===== config.mk =====
export PLATFORM = sky130hd
export DESIGN_NAME = dcm_div
export DESIGN_NICKNAME = d
export VERILOG_FILES = /design/src/dcm_pkg.sv /design/src/dcm_div.sv
export SDC_FILE = /design/constraint.sdc
export NUM_CORES = 2
export LEC_CHECK = 0
export BUFFER_PORTS_ARGS = -buffer_cell sky130_fd_sc_hd__buf_4
export CORE_UTILIZATION = 30
export DETAILED_ROUTE_END_ITERATION = 10
export PLACE_DENSITY = 0.56
export SLEW_MARGIN = 20
export SYNTH_ARGS = -nofsm -noshare
export SYNTH_HDL_FRONTEND = slang
export SYNTH_SLANG_ARGS = --single-unit

===== constraint.sdc =====
create_clock -name clk -period 16.21 [get_ports clk]
set_input_delay 1.621 -clock clk [delete_from_list [all_inputs] [get_ports clk]]
set_output_delay 1.621 -clock clk [all_outputs]
set_load 0.005 [all_outputs]

===== src/dcm_pkg.sv =====
// ----------------------------------------------------------------------------
// dcm_pkg
// Shared types, widths and helpers for the diphoton mass constraint pipeline.
// ----------------------------------------------------------------------------
package dcm_pkg;

  localparam int ENERGY_BITS   = 18;
  localparam int COS_FRAC_BITS = 15;
  localparam int COS_BITS      = COS_FRAC_BITS + 1;
  localparam int Z_BITS        = COS_FRAC_BITS + 1;
  localparam int MASS_BITS     = 36;
  localparam int CV_BITS       = 40;
  localparam int GD_BITS       = 48;
  localparam int GE_BITS       = 28;

  localparam int SQRT_STEPS = 4;
  localparam int DIV_STEPS  = 4;

  localparam logic [MASS_BITS-1:0] MASS_RESET = MASS_BITS'(18218);

  localparam logic [GD_BITS-1:0] GD_MAX = {1'b0, {(GD_BITS-1){1'b1}}};
  localparam logic [GD_BITS-1:0] GD_MIN = {1'b1, {(GD_BITS-1){1'b0}}};

  typedef struct packed {
    logic signed [COS_BITS-1:0] dir_x_first;
    logic signed [COS_BITS-1:0] dir_y_first;
    logic [ENERGY_BITS-1:0]     energy_first;
    logic signed [COS_BITS-1:0] dir_x_second;
    logic signed [COS_BITS-1:0] dir_y_second;
    logic [ENERGY_BITS-1:0]     energy_second;
  } pair_t;

  typedef struct packed {
    logic signed [CV_BITS-1:0] constraint_value;
    logic signed [GD_BITS-1:0] grad_x_first;
    logic signed [GD_BITS-1:0] grad_y_first;
    logic [GE_BITS-1:0]        grad_energy_first;
    logic signed [GD_BITS-1:0] grad_x_second;
    logic signed [GD_BITS-1:0] grad_y_second;
    logic [GE_BITS-1:0]        grad_energy_second;
    logic                      invalid;
  } result_t;

  typedef struct packed {
    logic               bad;
    logic [GD_BITS-1:0] value;
  } grad_t;

  // signed direction derivative from quotient magnitude, with saturation
  function automatic grad_t grad_sel(input logic z_zero, input logic neg,
                                     input logic ovf, input logic [GD_BITS-1:0] quo);
    grad_t r;
    r.bad   = 1'b0;
    r.value = quo;
    if (z_zero) begin
      r.bad   = 1'b1;
      r.value = neg ? GD_MIN : GD_MAX;
    end else if (neg) begin
      if (ovf || (quo > GD_MIN)) begin
        r.bad   = 1'b1;
        r.value = GD_MIN;
      end else begin
        r.value = -quo;
      end
    end else if (ovf || quo[GD_BITS-1]) begin
      r.bad   = 1'b1;
      r.value = GD_MAX;
    end
    return r;
  endfunction

endpackage


===== src/dcm_div.sv =====
// ----------------------------------------------------------------------------
// dcm_div
// Pipelined restoring divider, a few quotient bits per register stage.
// The high part of the dividend must be below the divisor.
// ----------------------------------------------------------------------------
module dcm_div
  import dcm_pkg::*;
#(
  parameter int DEN_BITS = Z_BITS,
  parameter int QUO_BITS = GD_BITS,
  parameter int STEPS    = DIV_STEPS
) (
  input  logic                clk,
  input  logic                en,
  input  logic [DEN_BITS-1:0] num_hi,
  input  logic [QUO_BITS-1:0] num_lo,
  input  logic [DEN_BITS-1:0] den,
  output logic [QUO_BITS-1:0] quo
);

  localparam int STAGES = (QUO_BITS + STEPS - 1) / STEPS;

  logic [DEN_BITS-1:0] rem_q [STAGES];
  logic [QUO_BITS-1:0] lo_q  [STAGES];
  logic [DEN_BITS-1:0] den_q [STAGES];

  for (genvar g = 0; g < STAGES; g++) begin : g_stage
    logic [DEN_BITS-1:0] rem_in, den_in;
    logic [QUO_BITS-1:0] lo_in, lo_c;
    logic [DEN_BITS:0]   part;
    logic [DEN_BITS-1:0] rem_c;

    if (g == 0) begin : g_head
      assign rem_in = num_hi;
      assign lo_in  = num_lo;
      assign den_in = den;
    end else begin : g_tail
      assign rem_in = rem_q[g-1];
      assign lo_in  = lo_q[g-1];
      assign den_in = den_q[g-1];
    end

    always_comb begin
      rem_c = rem_in;
      lo_c  = lo_in;
      part  = '0;
      for (int j = 0; j < STEPS; j++) begin
        if (g * STEPS + j < QUO_BITS) begin
          part = {rem_c, lo_c[QUO_BITS-1]};
          if (part >= {1'b0, den_in}) begin
            part = part - {1'b0, den_in};
            lo_c = {lo_c[QUO_BITS-2:0], 1'b1};
          end else begin
            lo_c = {lo_c[QUO_BITS-2:0], 1'b0};
          end
          rem_c = part[DEN_BITS-1:0];
        end
      end
    end

    always_ff @(posedge clk) begin
      if (en) begin
        rem_q[g] <= rem_c;
        lo_q[g]  <= lo_c;
        den_q[g] <= den_in;
      end
    end
  end

  assign quo = lo_q[STAGES-1];

endmodule


# Word-level counts from Yosys, hierarchy flattened
# Memories as Yosys holds them, arrays and structs flattened.
# Cells that the tools add are included.
# op_classes
addsub,48
n_lt_le_gt_ge,48
mux,98
# op_table
operator,count
greater-or-equal comparator 17 x 16 -> 1 bit,48
2-to-1 mux 16 bit,48
subtractor 16 bit,48
2-to-1 mux 1 bit,50
# word_totals
memories,3
ff_bits,0
inputBits,82
elab_cells,197
ramBits,960
out_inout_bits,48
# memory_table
name,depth,word_bits,rd,rd_ports_with_merged_regs,write_ports,line_no,text
lo_q,12,48,12,0,12,dcm_div.sv:24,logic [QUO_BITS-1:0] lo_q [STAGES];
den_q,12,16,11,0,12,dcm_div.sv:25,logic [DEN_BITS-1:0] den_q [STAGES];
rem_q,12,16,11,0,12,dcm_div.sv:23,logic [DEN_BITS-1:0] rem_q [STAGES];

# Depth between registers and ports, before layout
# An unclocked memory read counts as a cell.
# depth
depth_word,9
ltp_mapped,57
ltp_nobuf,53

# Least setup slack after synthesis
# OpenSTA, ideal clock, no wires.
# synth_path
path_type,input to register
startpoint,input port den[1]
endpoint,memory rem_q[0][10] in the netlist's numbering (data pin)
setup_time_ns,0.260
required_ns,15.950
stages,52
setup_slack_ns,4.285
arrival_ns,11.665
path_buffers,7
cell_sequence,inv_1 -> ha_1 -> nor2b_1 -> o31a_1 -> o21a_1 -> o21ai_1 -> and2_1 -> clkbuf_1 -> inv_2 -> buf_1 -> o21ai_0 -> inv_1 -> ha_1 -> nor2b_1 -> o31a_1 -> o41a_1 -> o41ai_2 -> a31oi_1 -> [... 16 more ...] -> buf_2 -> buf_2 -> o21ai_0 -> ha_1 -> nor2b_1 -> o21a_1 -> o21ai_0 -> a21oi_1 -> a211o_1 -> a21oi_1 -> o21ai_0 -> a21o_1 -> a21o_1 -> a21oi_1 -> o21a_1 -> buf_2 -> buf_2 -> mux2_2
# synth_rtl
item,line_no,text
"start, declared",dcm_div.sv:17,"input logic [DEN_BITS-1:0] den,"
"end, declared",dcm_div.sv:23,

==> results.yml <==
outcome:
  status: "complete, no violations"
timing:
  period_minus_slack_ns: 13.13
  finalSetupViolCount: 0
  hold_viol: 0
  skew_ns: 0.0507
  slew_viol_final: 0
  fin_crit_sh_pct: 81.0
  worst_pin_slew_ns: 1.02
  slew_headroom_pct: 31.8
  fmax_mhz: 76.2
  tns_ns: 0
  rsz0062_at_grt: "no"
synth:
  syn_area_um2: 69700
  netlist_instances: 6766
  avgSynthCellArea_um2: 10.3
  synth.ff_latch_count: 928
  syn_nets: 7663
  async_flop_share_pct: 0
  synth-edff-count: 928
  synth_ff_type: "edfxtp_1"
  yosysUniqueCellTypes: 93
  yosysWarnings: 0
  ys_seq_area_share_pct: 40.0
layout:
  syn_to_final_growth_pct: 12.3
  layout_common_cells: "edfxtp_1, ha_1, a21oi_1"
  fin_nets: 7847
  drive_above_1_share_pct: 11.1
  layout_commonest_cell: "edfxtp_1"
place:
  io_buffers: 129
  place.gp.congestion: 0.897
  dp_hpwl_um: 143000
clock_network:
  cts_resized: 0
  clock_sinks: 928
  cts-root-buf: "clkbuf_16"
  clkTransAtPathRegs_ns: 0.06
  h-tree-depth: 3
  post_cts_buffers: 0
  clock_path_buffers: 3
  hold_buffers: 0
  cts_tree: "built"
  worstSkewPairLatency_ns: 0.78
  numCtsBuffers: 113
routing:
  finalWirelength_um: 182000
  drt-initial-drc-count: 3401
  vias: 51700
  drt_first_pass_iters: 5
  via_per_inst: 5.13
  detail_route.wl_per_cell_um: 18.1
  drtAntennaViolNets: 0
  drc: 0
setup_path:
  end_kind: "register"
  cp_top_family: "compound AO/OA/AOI/OAI gates"
  slowest_delay_ns: 0.69
  ff2ff_path_depth: 48
  cp_max_fo: 28
  critPathKind: "register to register"
  start_kind: "register"
  cp.depth: 48
  cp.buffers_inverters: 6
  critPathSlowestCell: "o41ai_1"
  arrival_ns: 13.63
  crit_top_cell: "a21oi_1"
  required_ns: 16.72
job:
  max-cap-violations: 0
floorplan:
  ios: 130
  die-area_um2: 234000
  core_um2: 230000
  die_y_um: 484
  start_util_pct: 30.2
  die_x_um: 484
  rows: 176
hold_path:
  hold-path-cell-count: 0
  min_path_type: "register to register"
global_routing:
  grt_max_degree: 83
  grt_pass1_vias: 50600
  grt_usage_pct: 15.1
  grt_pass1_wl_um: 284000
  overflow: 0
  antenna_found_initial: 7
-- cell type report --
class | count | area [um^2]
tap | 3026 | 3790
sequential | 928 | 27900
timing repair buffer | 174 | 1310
clock buffer | 120 | 2850
fill | 23100 | 152000
clock inverter | 91 | 998
inverter | 481 | 1810
multi-input combinational | 5252 | 39600
antenna | 1 | 2.50
-- Yosys cell counts (10+ instances only) --
cell / instances / area (um^2)
edfxtp_1: 928 / 27900
ha_1: 768 / 9610
a21oi_1: 527 / 2640
inv_1: 470 / 1760
o21ai_0: 462 / 2310
nand2_1: 437 / 1640
nor2_1: 414 / 1550
xnor2_1: 369 / 3230
mux2_2: 325 / 3660
a21o_1: 231 / 1730
xor2_1: 189 / 1660
o21a_1: 124 / 931
nor3_1: 122 / 611
nor2b_1: 119 / 744
nand4_1: 116 / 726
nand3_1: 99 / 495
nand2b_1: 95 / 594
mux2i_1: 68 / 681
o21bai_1: 62 / 465
clkbuf_1: 61 / 229
o31ai_1: 48 / 360
a31oi_1: 47 / 294
fa_1: 47 / 941
and3_1: 44 / 275
a211oi_1: 42 / 315
a21boi_0: 35 / 263
or3_1: 35 / 219
o211ai_1: 33 / 248
nor4_1: 32 / 200
buf_2: 30 / 150
a211o_1: 29 / 254
or2_2: 27 / 169
and2_1: 26 / 163
a31o_2: 25 / 219
o31a_1: 25 / 219
a22oi_1: 18 / 135
o41ai_1: 15 / 131
a221oi_1: 12 / 105
o2111ai_1: 12 / 105
a2111oi_0: 11 / 96.3
buf_1: 11 / 41.3
o221ai_1: 11 / 96.3
a41oi_1: 10 / 87.6
inv_2: 10 / 37.5
-- kinds of logic after synthesis --
family,Yosys count,synth area share [%]
XOR/XNOR,558,7.01
flip-flops,928,40.0
AND/OR/NAND/NOR,1613,11.2
AO/OA/AOI/OAI,1872,17.2
multiplexers,394,6.25
adder cells (fa/ha/maj),815,15.1
buffers and inverters,586,3.23
-- worst reg2reg max path: cells and delay by family (launching register included) --
family                   cells  cell delay (ns)
AO/OA/AOI/OAI               29             8.60
adder cells (fa/ha/maj)      4             1.32
buffers and inverters        6             1.22
flip-flops                   1             0.45
multiplexers                 1             0.36
AND/OR/NAND/NOR              8             0.92
-- stage by stage --
stage	area (um^2)	util, %	worst slack, ns	instances	hold slack [ns]
floorplan	69700	-	4.29	6766	0.400
global placement	74400	32.3	2.75	9861	0.401
detailed placement	74400	32.3	2.48	9861	0.405
CTS	78200	34.0	3.15	10100	0.380
global route	78200	34.0	1.74	10100	0.388
finish	78200	34.0	3.08	10100	0.392
-- layer usage --
layer,up-vias,part of all wire (%),GRT usage (%)
met3,248,3.8,1.76
met2,1054,47,25.6
met4,0,2.7,4.55
li1,25600,-,-
met5,-,0,0
met1,24700,46,20.1
-- state kept, by name (all words and copies together) (netlist names) --
| name | cells |
|---|---|
| rem_q | 176 |
| den_q | 176 |
| lo_q | 576 |
-- final timing paths --
kind | start | end | slack, ns
worst max-delay path | den_q[1][10] | rem_q[2][3] | 3.08
worst min-delay path | lo_q[1][57] | lo_q[1][109] | 0.39
worst max register to register | den_q[1][10] | rem_q[2][3] | 3.08
worst min register to register | lo_q[1][57] | lo_q[1][109] | 0.39
Power is not shown: default switching activity piles up to over one toggle a cycle in this logic, so the estimate is an artifact.
