### config.mk
export PLATFORM = sky130hd
export DESIGN_NAME = dcm_sqrt
export DESIGN_NICKNAME = d
export VERILOG_FILES = /design/src/dcm_pkg.sv /design/src/dcm_sqrt.sv
export SDC_FILE = /design/constraint.sdc
export NUM_CORES = 1
export LEC_CHECK = 0
export BUFFER_PORTS_ARGS = -buffer_cell sky130_fd_sc_hd__buf_2
export CAP_MARGIN = 20
export CORE_MARGIN = 5
export CORE_UTILIZATION = 30
export CTS_CLUSTER_DIAMETER = 80
export CTS_CLUSTER_SIZE = 24
export DETAILED_ROUTE_END_ITERATION = 16
export MAX_ROUTING_LAYER = met4
export SYNTH_ARGS = -nofsm -noshare
export SYNTH_HDL_FRONTEND = slang
export SYNTH_SLANG_ARGS = --single-unit
### constraint.sdc
create_clock -name clk -period 14.5 [get_ports clk]
set_input_delay 2.9 -clock clk [delete_from_list [all_inputs] [get_ports clk]]
set_output_delay 2.9 -clock clk [all_outputs]
set_load 0.03 [all_outputs]
### src/dcm_pkg.sv
// ----------------------------------------------------------------------------
// dcm_pkg
// Shared types, widths and helpers for the diphoton mass constraint pipeline.
// ----------------------------------------------------------------------------
package dcm_pkg;

  localparam int ENERGY_BITS   = 18;
  localparam int COS_FRAC_BITS = 15;
  localparam int COS_BITS      = COS_FRAC_BITS + 1;
  localparam int Z_BITS        = COS_FRAC_BITS + 1;
  localparam int MASS_BITS     = 36;
  localparam int CV_BITS       = 40;
  localparam int GD_BITS       = 48;
  localparam int GE_BITS       = 28;

  localparam int SQRT_STEPS = 4;
  localparam int DIV_STEPS  = 4;

  localparam logic [MASS_BITS-1:0] MASS_RESET = MASS_BITS'(18218);

  localparam logic [GD_BITS-1:0] GD_MAX = {1'b0, {(GD_BITS-1){1'b1}}};
  localparam logic [GD_BITS-1:0] GD_MIN = {1'b1, {(GD_BITS-1){1'b0}}};

  typedef struct packed {
    logic signed [COS_BITS-1:0] dir_x_first;
    logic signed [COS_BITS-1:0] dir_y_first;
    logic [ENERGY_BITS-1:0]     energy_first;
    logic signed [COS_BITS-1:0] dir_x_second;
    logic signed [COS_BITS-1:0] dir_y_second;
    logic [ENERGY_BITS-1:0]     energy_second;
  } pair_t;

  typedef struct packed {
    logic signed [CV_BITS-1:0] constraint_value;
    logic signed [GD_BITS-1:0] grad_x_first;
    logic signed [GD_BITS-1:0] grad_y_first;
    logic [GE_BITS-1:0]        grad_energy_first;
    logic signed [GD_BITS-1:0] grad_x_second;
    logic signed [GD_BITS-1:0] grad_y_second;
    logic [GE_BITS-1:0]        grad_energy_second;
    logic                      invalid;
  } result_t;

  typedef struct packed {
    logic               bad;
    logic [GD_BITS-1:0] value;
  } grad_t;

  // signed direction derivative from quotient magnitude, with saturation
  function automatic grad_t grad_sel(input logic z_zero, input logic neg,
                                     input logic ovf, input logic [GD_BITS-1:0] quo);
    grad_t r;
    r.bad   = 1'b0;
    r.value = quo;
    if (z_zero) begin
      r.bad   = 1'b1;
      r.value = neg ? GD_MIN : GD_MAX;
    end else if (neg) begin
      if (ovf || (quo > GD_MIN)) begin
        r.bad   = 1'b1;
        r.value = GD_MIN;
      end else begin
        r.value = -quo;
      end
    end else if (ovf || quo[GD_BITS-1]) begin
      r.bad   = 1'b1;
      r.value = GD_MAX;
    end
    return r;
  endfunction

endpackage

### src/dcm_sqrt.sv
// ----------------------------------------------------------------------------
// dcm_sqrt
// Pipelined integer square root, a few root bits per register stage.
// ----------------------------------------------------------------------------
module dcm_sqrt
  import dcm_pkg::*;
#(
  parameter int ROOT_BITS = Z_BITS,
  parameter int STEPS     = SQRT_STEPS
) (
  input  logic                   clk,
  input  logic                   en,
  input  logic [2*ROOT_BITS-1:0] radicand,
  output logic [ROOT_BITS-1:0]   root
);

  localparam int STAGES = (ROOT_BITS + STEPS - 1) / STEPS;
  localparam int RW     = STAGES * STEPS;

  logic [2*RW-1:0] rad_q  [STAGES];
  logic [RW+1:0]   rem_q  [STAGES];
  logic [RW-1:0]   root_q [STAGES];

  for (genvar g = 0; g < STAGES; g++) begin : g_stage
    logic [2*RW-1:0] rad_in, rad_c;
    logic [RW+1:0]   rem_in, rem_c, trial;
    logic [RW-1:0]   root_in, root_c;

    if (g == 0) begin : g_head
      assign rad_in  = (2*RW)'(radicand);
      assign rem_in  = '0;
      assign root_in = '0;
    end else begin : g_tail
      assign rad_in  = rad_q[g-1];
      assign rem_in  = rem_q[g-1];
      assign root_in = root_q[g-1];
    end

    always_comb begin
      rad_c  = rad_in;
      rem_c  = rem_in;
      root_c = root_in;
      trial  = '0;
      for (int j = 0; j < STEPS; j++) begin
        rem_c = {rem_c[RW-1:0], rad_c[2*RW-1 -: 2]};
        rad_c = {rad_c[2*RW-3:0], 2'b00};
        trial = {root_c, 2'b01};
        if (rem_c >= trial) begin
          rem_c  = rem_c - trial;
          root_c = {root_c[RW-2:0], 1'b1};
        end else begin
          root_c = {root_c[RW-2:0], 1'b0};
        end
      end
    end

    always_ff @(posedge clk) begin
      if (en) begin
        rad_q[g]  <= rad_c;
        rem_q[g]  <= rem_c;
        root_q[g] <= root_c;
      end
    end
  end

  assign root = root_q[STAGES-1][ROOT_BITS-1:0];

endmodule

# Word level (Yosys, flattened, before mapping)
# Memory sizes are Yosys's and may differ from the RTL's.
# Index checks and enable logic that the tools add are counted.
[totals]
register_bits = 0
ram_bits = 232
out_inout_bits = 16
n_memories = 3
[classes]
add_sub_neg = 16
n_lt_le_gt_ge = 16
mux = 34
[memory_table]
columns = ["memory", "depth", "width", "rd", "rd_clocked_by_memory_dff", "write_ports", "line", "text"]
rows = [
  ["rad_q", 4, 24, 3, 0, 4, "dcm_sqrt.sv:20", "logic [2*RW-1:0] rad_q [STAGES];"],
  ["rem_q", 4, 18, 3, 0, 4, "dcm_sqrt.sv:21", "logic [RW+1:0] rem_q [STAGES];"],
  ["root_q", 4, 16, 4, 0, 4, "dcm_sqrt.sv:22", "logic [RW-1:0] root_q [STAGES];"],
]
[op_table]
columns = ["cell", "n"]
rows = [
  ["18-bit >= comparator", 12],
  ["16-bit two-way mux", 12],
  ["16-bit subtractor", 9],
  ["18-bit two-way mux", 4],
  ["18-bit subtractor", 3],
  ["18-bit by 3-bit >= comparator with 1-bit output", 1],
  ["18-bit by 4-bit >= comparator with 1-bit output", 1],
  ["18-bit by 5-bit >= comparator with 1-bit output", 1],
  ["1-bit two-way mux", 18],
  ["18-bit by 5-bit subtractor with 18-bit output", 1],
  ["16-bit by 3-bit subtractor with 16-bit output", 1],
  ["16-bit by 4-bit subtractor with 16-bit output", 1],
  ["2-bit by 1-bit subtractor with 3-bit output, second input constant", 1],
  ["2-bit by 1-bit >= comparator with 1-bit output, second input constant", 1],
]

# Longest topological paths before layout
# An unclocked memory read counts as a cell.
[logic_depth]
ltp_word = 9
ltp_mapped = 50
mapped_depth_nobuf = 45

# Worst setup path before layout
# OpenSTA, ideal clock, no wires.
[synth_path]
path_kind = "reg-to-reg"
from = "mem root_q[1][1] (netlist bit)"
to = "mem rem_q[2][10] (netlist bit), data pin"
setup_ps = 262
arrival_time_ps = 8854
required_ps = 14238
slack_ps = 5384
stages_incl_launch_ff = 48
n_path_buf = 7
period_less_slack_ps = 9116
path_cell_list = "edfxtp_1 inv_1 ha_1 clkbuf_1 o211ai_1 a21oi_1 o21a_1 or3_1 buf_2 buf_1 nor2_1 a21oi_1 ha_1 clkbuf_1 nor2b_1 nand2_1 or4_1 a31oi_1 (+12 left out) o21ai_0 a21o_1 o311a_1 nand2_2 clkbuf_1 nand2_1 nand2_1 ha_1 a21o_1 a21oi_1 o21ai_0 a21o_1 a21o_1 a221oi_1 nand2_1 a211o_1 buf_2 mux2_1"
[synth_rtl]
columns = ["item", "line"]
rows = [
  ["start, declared", "dcm_sqrt.sv:22"],
  ["end, declared", "dcm_sqrt.sv:21"],
]

==> results.py <==
metrics = {
    "run_status": {
        "status": "completed",
    },
    "synthesis": {
        "synth_area_leaders": "edfxtp_1 (29%), ha_1 (14%), xnor2_1 (5.7%)",
        "ys_types": 95,
        "dominantRegCellSynth": "edfxtp_1",
        "synth_warnings": 0,
        "synth_edf_count": 136,
        "postSynthAreaPerCell_um2": 8.70,
        "yosysTopAreaCellShare_pct": 29.2,
        "ys_seq_area_share_pct": 29.2,
        "netlist.top_cell.by_area": "edfxtp_1",
        "synth_area_um2": 14000,
        "ys_ff_latch": 136,
        "netlist_instances": 1607,
        "synthArstFlopShare_pct": 0,
    },
    "setup_path": {
        "cpPeakStageDelay_ps": 810,
        "start_kind": "flip-flop",
        "crit_arrival_ps": 11460,
        "crit_path_top_delay_cell": "and3_1",
        "cp_max_fo": 23,
        "endpoint_kind": "flip-flop",
        "crit_type": "reg -> reg",
        "cp.required_ps": 14680,
    },
    "power": {
        "p_sw_w": 0.00199,
        "p_int_w": 0.00207,
        "power_frac_seq_pct": 15.5,
        "power.share.switching_pct": 49.1,
        "power.density_nw_per_um2": 263,
        "pwr-share-clk_pct": 10.4,
        "vdd_drop_max_mv": 0.170,
        "comb_power_share_pct": 74.1,
        "p_leak_nw": 6.51,
    },
    "clock_tree": {
        "numCtsBuffers": 17,
        "cts_sinks": 136,
        "htree_levels": 4,
        "clk_path_buf_depth": 2,
        "cts_resized": 0,
        "cts_hold_buf": 0,
        "cts.reportedPaths.clkPinSlew_ps": 70,
        "post-cts-setup-buffers": 0,
        "insertion_delay_ps": 450,
        "root_buffer": "clkbuf_16",
        "cts_tree": "done",
    },
    "routing": {
        "drcViolationCount": 0,
        "routed-via-count": 12102,
        "ant_nets": 0,
        "drt_first_pass_iters": 5,
        "routedWlPerCell_um": 17.2,
        "drtIter0Drc": 870,
        "wl_um": 39000,
        "vias_per_cell": 5.34,
    },
    "run": {
        "maxCapViolations": 0,
    },
    "sta": {
        "finClkSkew_ps": 18.0,
        "setup_viol": 0,
        "slew_headroom_pct": 33.0,
        "drv_slew": 0,
        "final-hold-violation-count": 0,
        "tightest_slew_ps": 1010,
        "post-route-period-util_pct": 77.7,
        "fin_tns_setup_ps": 0,
        "rsz0062_at_grt": "false",
        "fmax_mhz": 88.7,
        "setup_ws_ps": 3230,
        "period_needed_ps": 11270,
        "timing.hold.ws_ps": 415,
    },
    "grt": {
        "grt_pass1_wl_um": 62100,
        "grt_max_degree": 79,
        "antenna_found_initial": 0,
        "grt_pass1_vias": 11708,
        "grt_usage_pct": 15.6,
        "overflow": 0,
    },
    "floorplan": {
        "die-area_um2": 51000,
        "num_io_pins": 50,
        "initial_utilization_pct": 30.1,
        "rows": 79,
        "die_h_um": 226,
        "core_area_um2": 46400,
        "die_x_um": 226,
    },
    "placement": {
        "place.gp.congestion": 0.919,
        "pre_cts_ws_ps": 3390,
        "postPlaceCellArea_um2": 14900,
        "io_buffers": 49,
        "hpwl_um": 30800,
    },
    "worst_hold_path": {
        "hold_class": "reg -> reg",
    },
    "final_layout": {
        "drive_above_1_share_pct": 8.80,
        "layout.nets": 1832,
        "diodes": 0,
        "final_util_pct": 33.3,
        "final_area_um2": 15400,
        "mostFrequentLayoutCells": "a21oi_1 (152), ha_1 (151), nand2_1 (143)",
        "final_common_cell": "a21oi_1",
        "syn2layout_area_growth_pct": 10.5,
    },
}
synthesized netlist by cell type, types with 5 or more instances:
cell type / instances
o2111ai_1: 5
or2_2: 11
or4_1: 8
o21ai_0: 94
a311oi_1: 5
mux2_2: 19
mux2i_1: 14
xnor2_1: 91
nor4_1: 12
clkbuf_1: 20
o31ai_1: 9
nor3_1: 37
nand3_1: 46
o21bai_1: 16
a21oi_1: 152
a21o_1: 62
xor2_1: 58
nand2_1: 143
nand2b_1: 15
and4_1: 9
edfxtp_1: 136
and2_1: 11
a21boi_0: 6
buf_2: 7
a211oi_1: 13
ha_1: 151
nor3b_1: 6
a211o_1: 8
o21ai_1: 7
o211ai_1: 13
a31oi_1: 16
and3_1: 23
or3_1: 17
o21a_1: 11
a221oi_1: 5
nand4_1: 22
nor2_1: 106
inv_1: 107
nor2b_1: 17
per-stage QoR:
step / cells / power, W
final: 2267 / 0.00406
after global routing: 2267 / 0.00444
after CTS: 2267 / 0.00405
after detailed placement: 2235 / 0.00360
after global placement: 2235 / 0.00356
after floorplan: 1608 / 0.00295
power groups by stage:
stage | Combinational [W] | Sequential, W | Clock [W]
floorplan | 0.00233 | 0.000620 | 0
global placement | 0.00292 | 0.000636 | 0
detailed placement | 0.00296 | 0.000637 | 0
CTS | 0.00298 | 0.000629 | 0.000439
global route | 0.00335 | 0.000637 | 0.000456
finish | 0.00301 | 0.000628 | 0.000423
cell type report:
cell class	instances	area (um^2)
Tap cell	607	759
Fill cell	4710	30900
Sequential cell	136	4080
Multi-Input combinational cell	1328	9340
Inverter	111	417
Clock buffer	17	425
Clock inverter	15	135
Timing Repair Buffer	53	282
critical path, delay by kind of cell, from the launching register on:
kind / cells / cell delay, ps
fa+ha+maj: 4 / 1150
simple gates: 15 / 3570
flops: 1 / 520
mux: 1 / 410
compound gates: 17 / 4270
buf+inv: 6 / 1090
logic make-up (layout without fill, tap and decap cells):
group | after synthesis | in the layout | synth area share (%)
AO/OA/AOI/OAI | 481 | 481 | 22.3
XOR/XNOR | 150 | 150 | 9.53
adder cells (fa/ha/maj) | 151 | 151 | 13.5
buffers and inverters | 144 | 196 | 4.01
flip-flops | 136 | 136 | 29.2
multiplexers | 37 | 37 | 2.94
other | 1 | 2 | 0.0268
AND/OR/NAND/NOR | 507 | 507 | 18.5
metal layers:
layer  track usage, %  routed length [um]  up-vias  part of all wire, %
met3             2.08                1350       59                  3.5
li1                 -                   -     6071                    -
met2             25.4               18300      264                   47
met1             20.0               18400     5708                   47
met5                -                   0        -                    0
met4             5.15                 973        0                  2.5
registers in the layout (all words and copies together), names as in the netlist:
name    cells
rem_q      48
root_q     40
rad_q      48
final timing paths:
kind	start	to	slack [ps]	depth (start not counted)
max	rad_q[1][22]	rem_q[2][3]	3230	43
min	rad_q[1][11]	rad_q[2][19]	410	0
max reg2reg	rad_q[1][22]	rem_q[2][3]	3230	43
min reg2reg	rad_q[1][11]	rad_q[2][19]	410	0
Power figures use the tool's default switching activity.
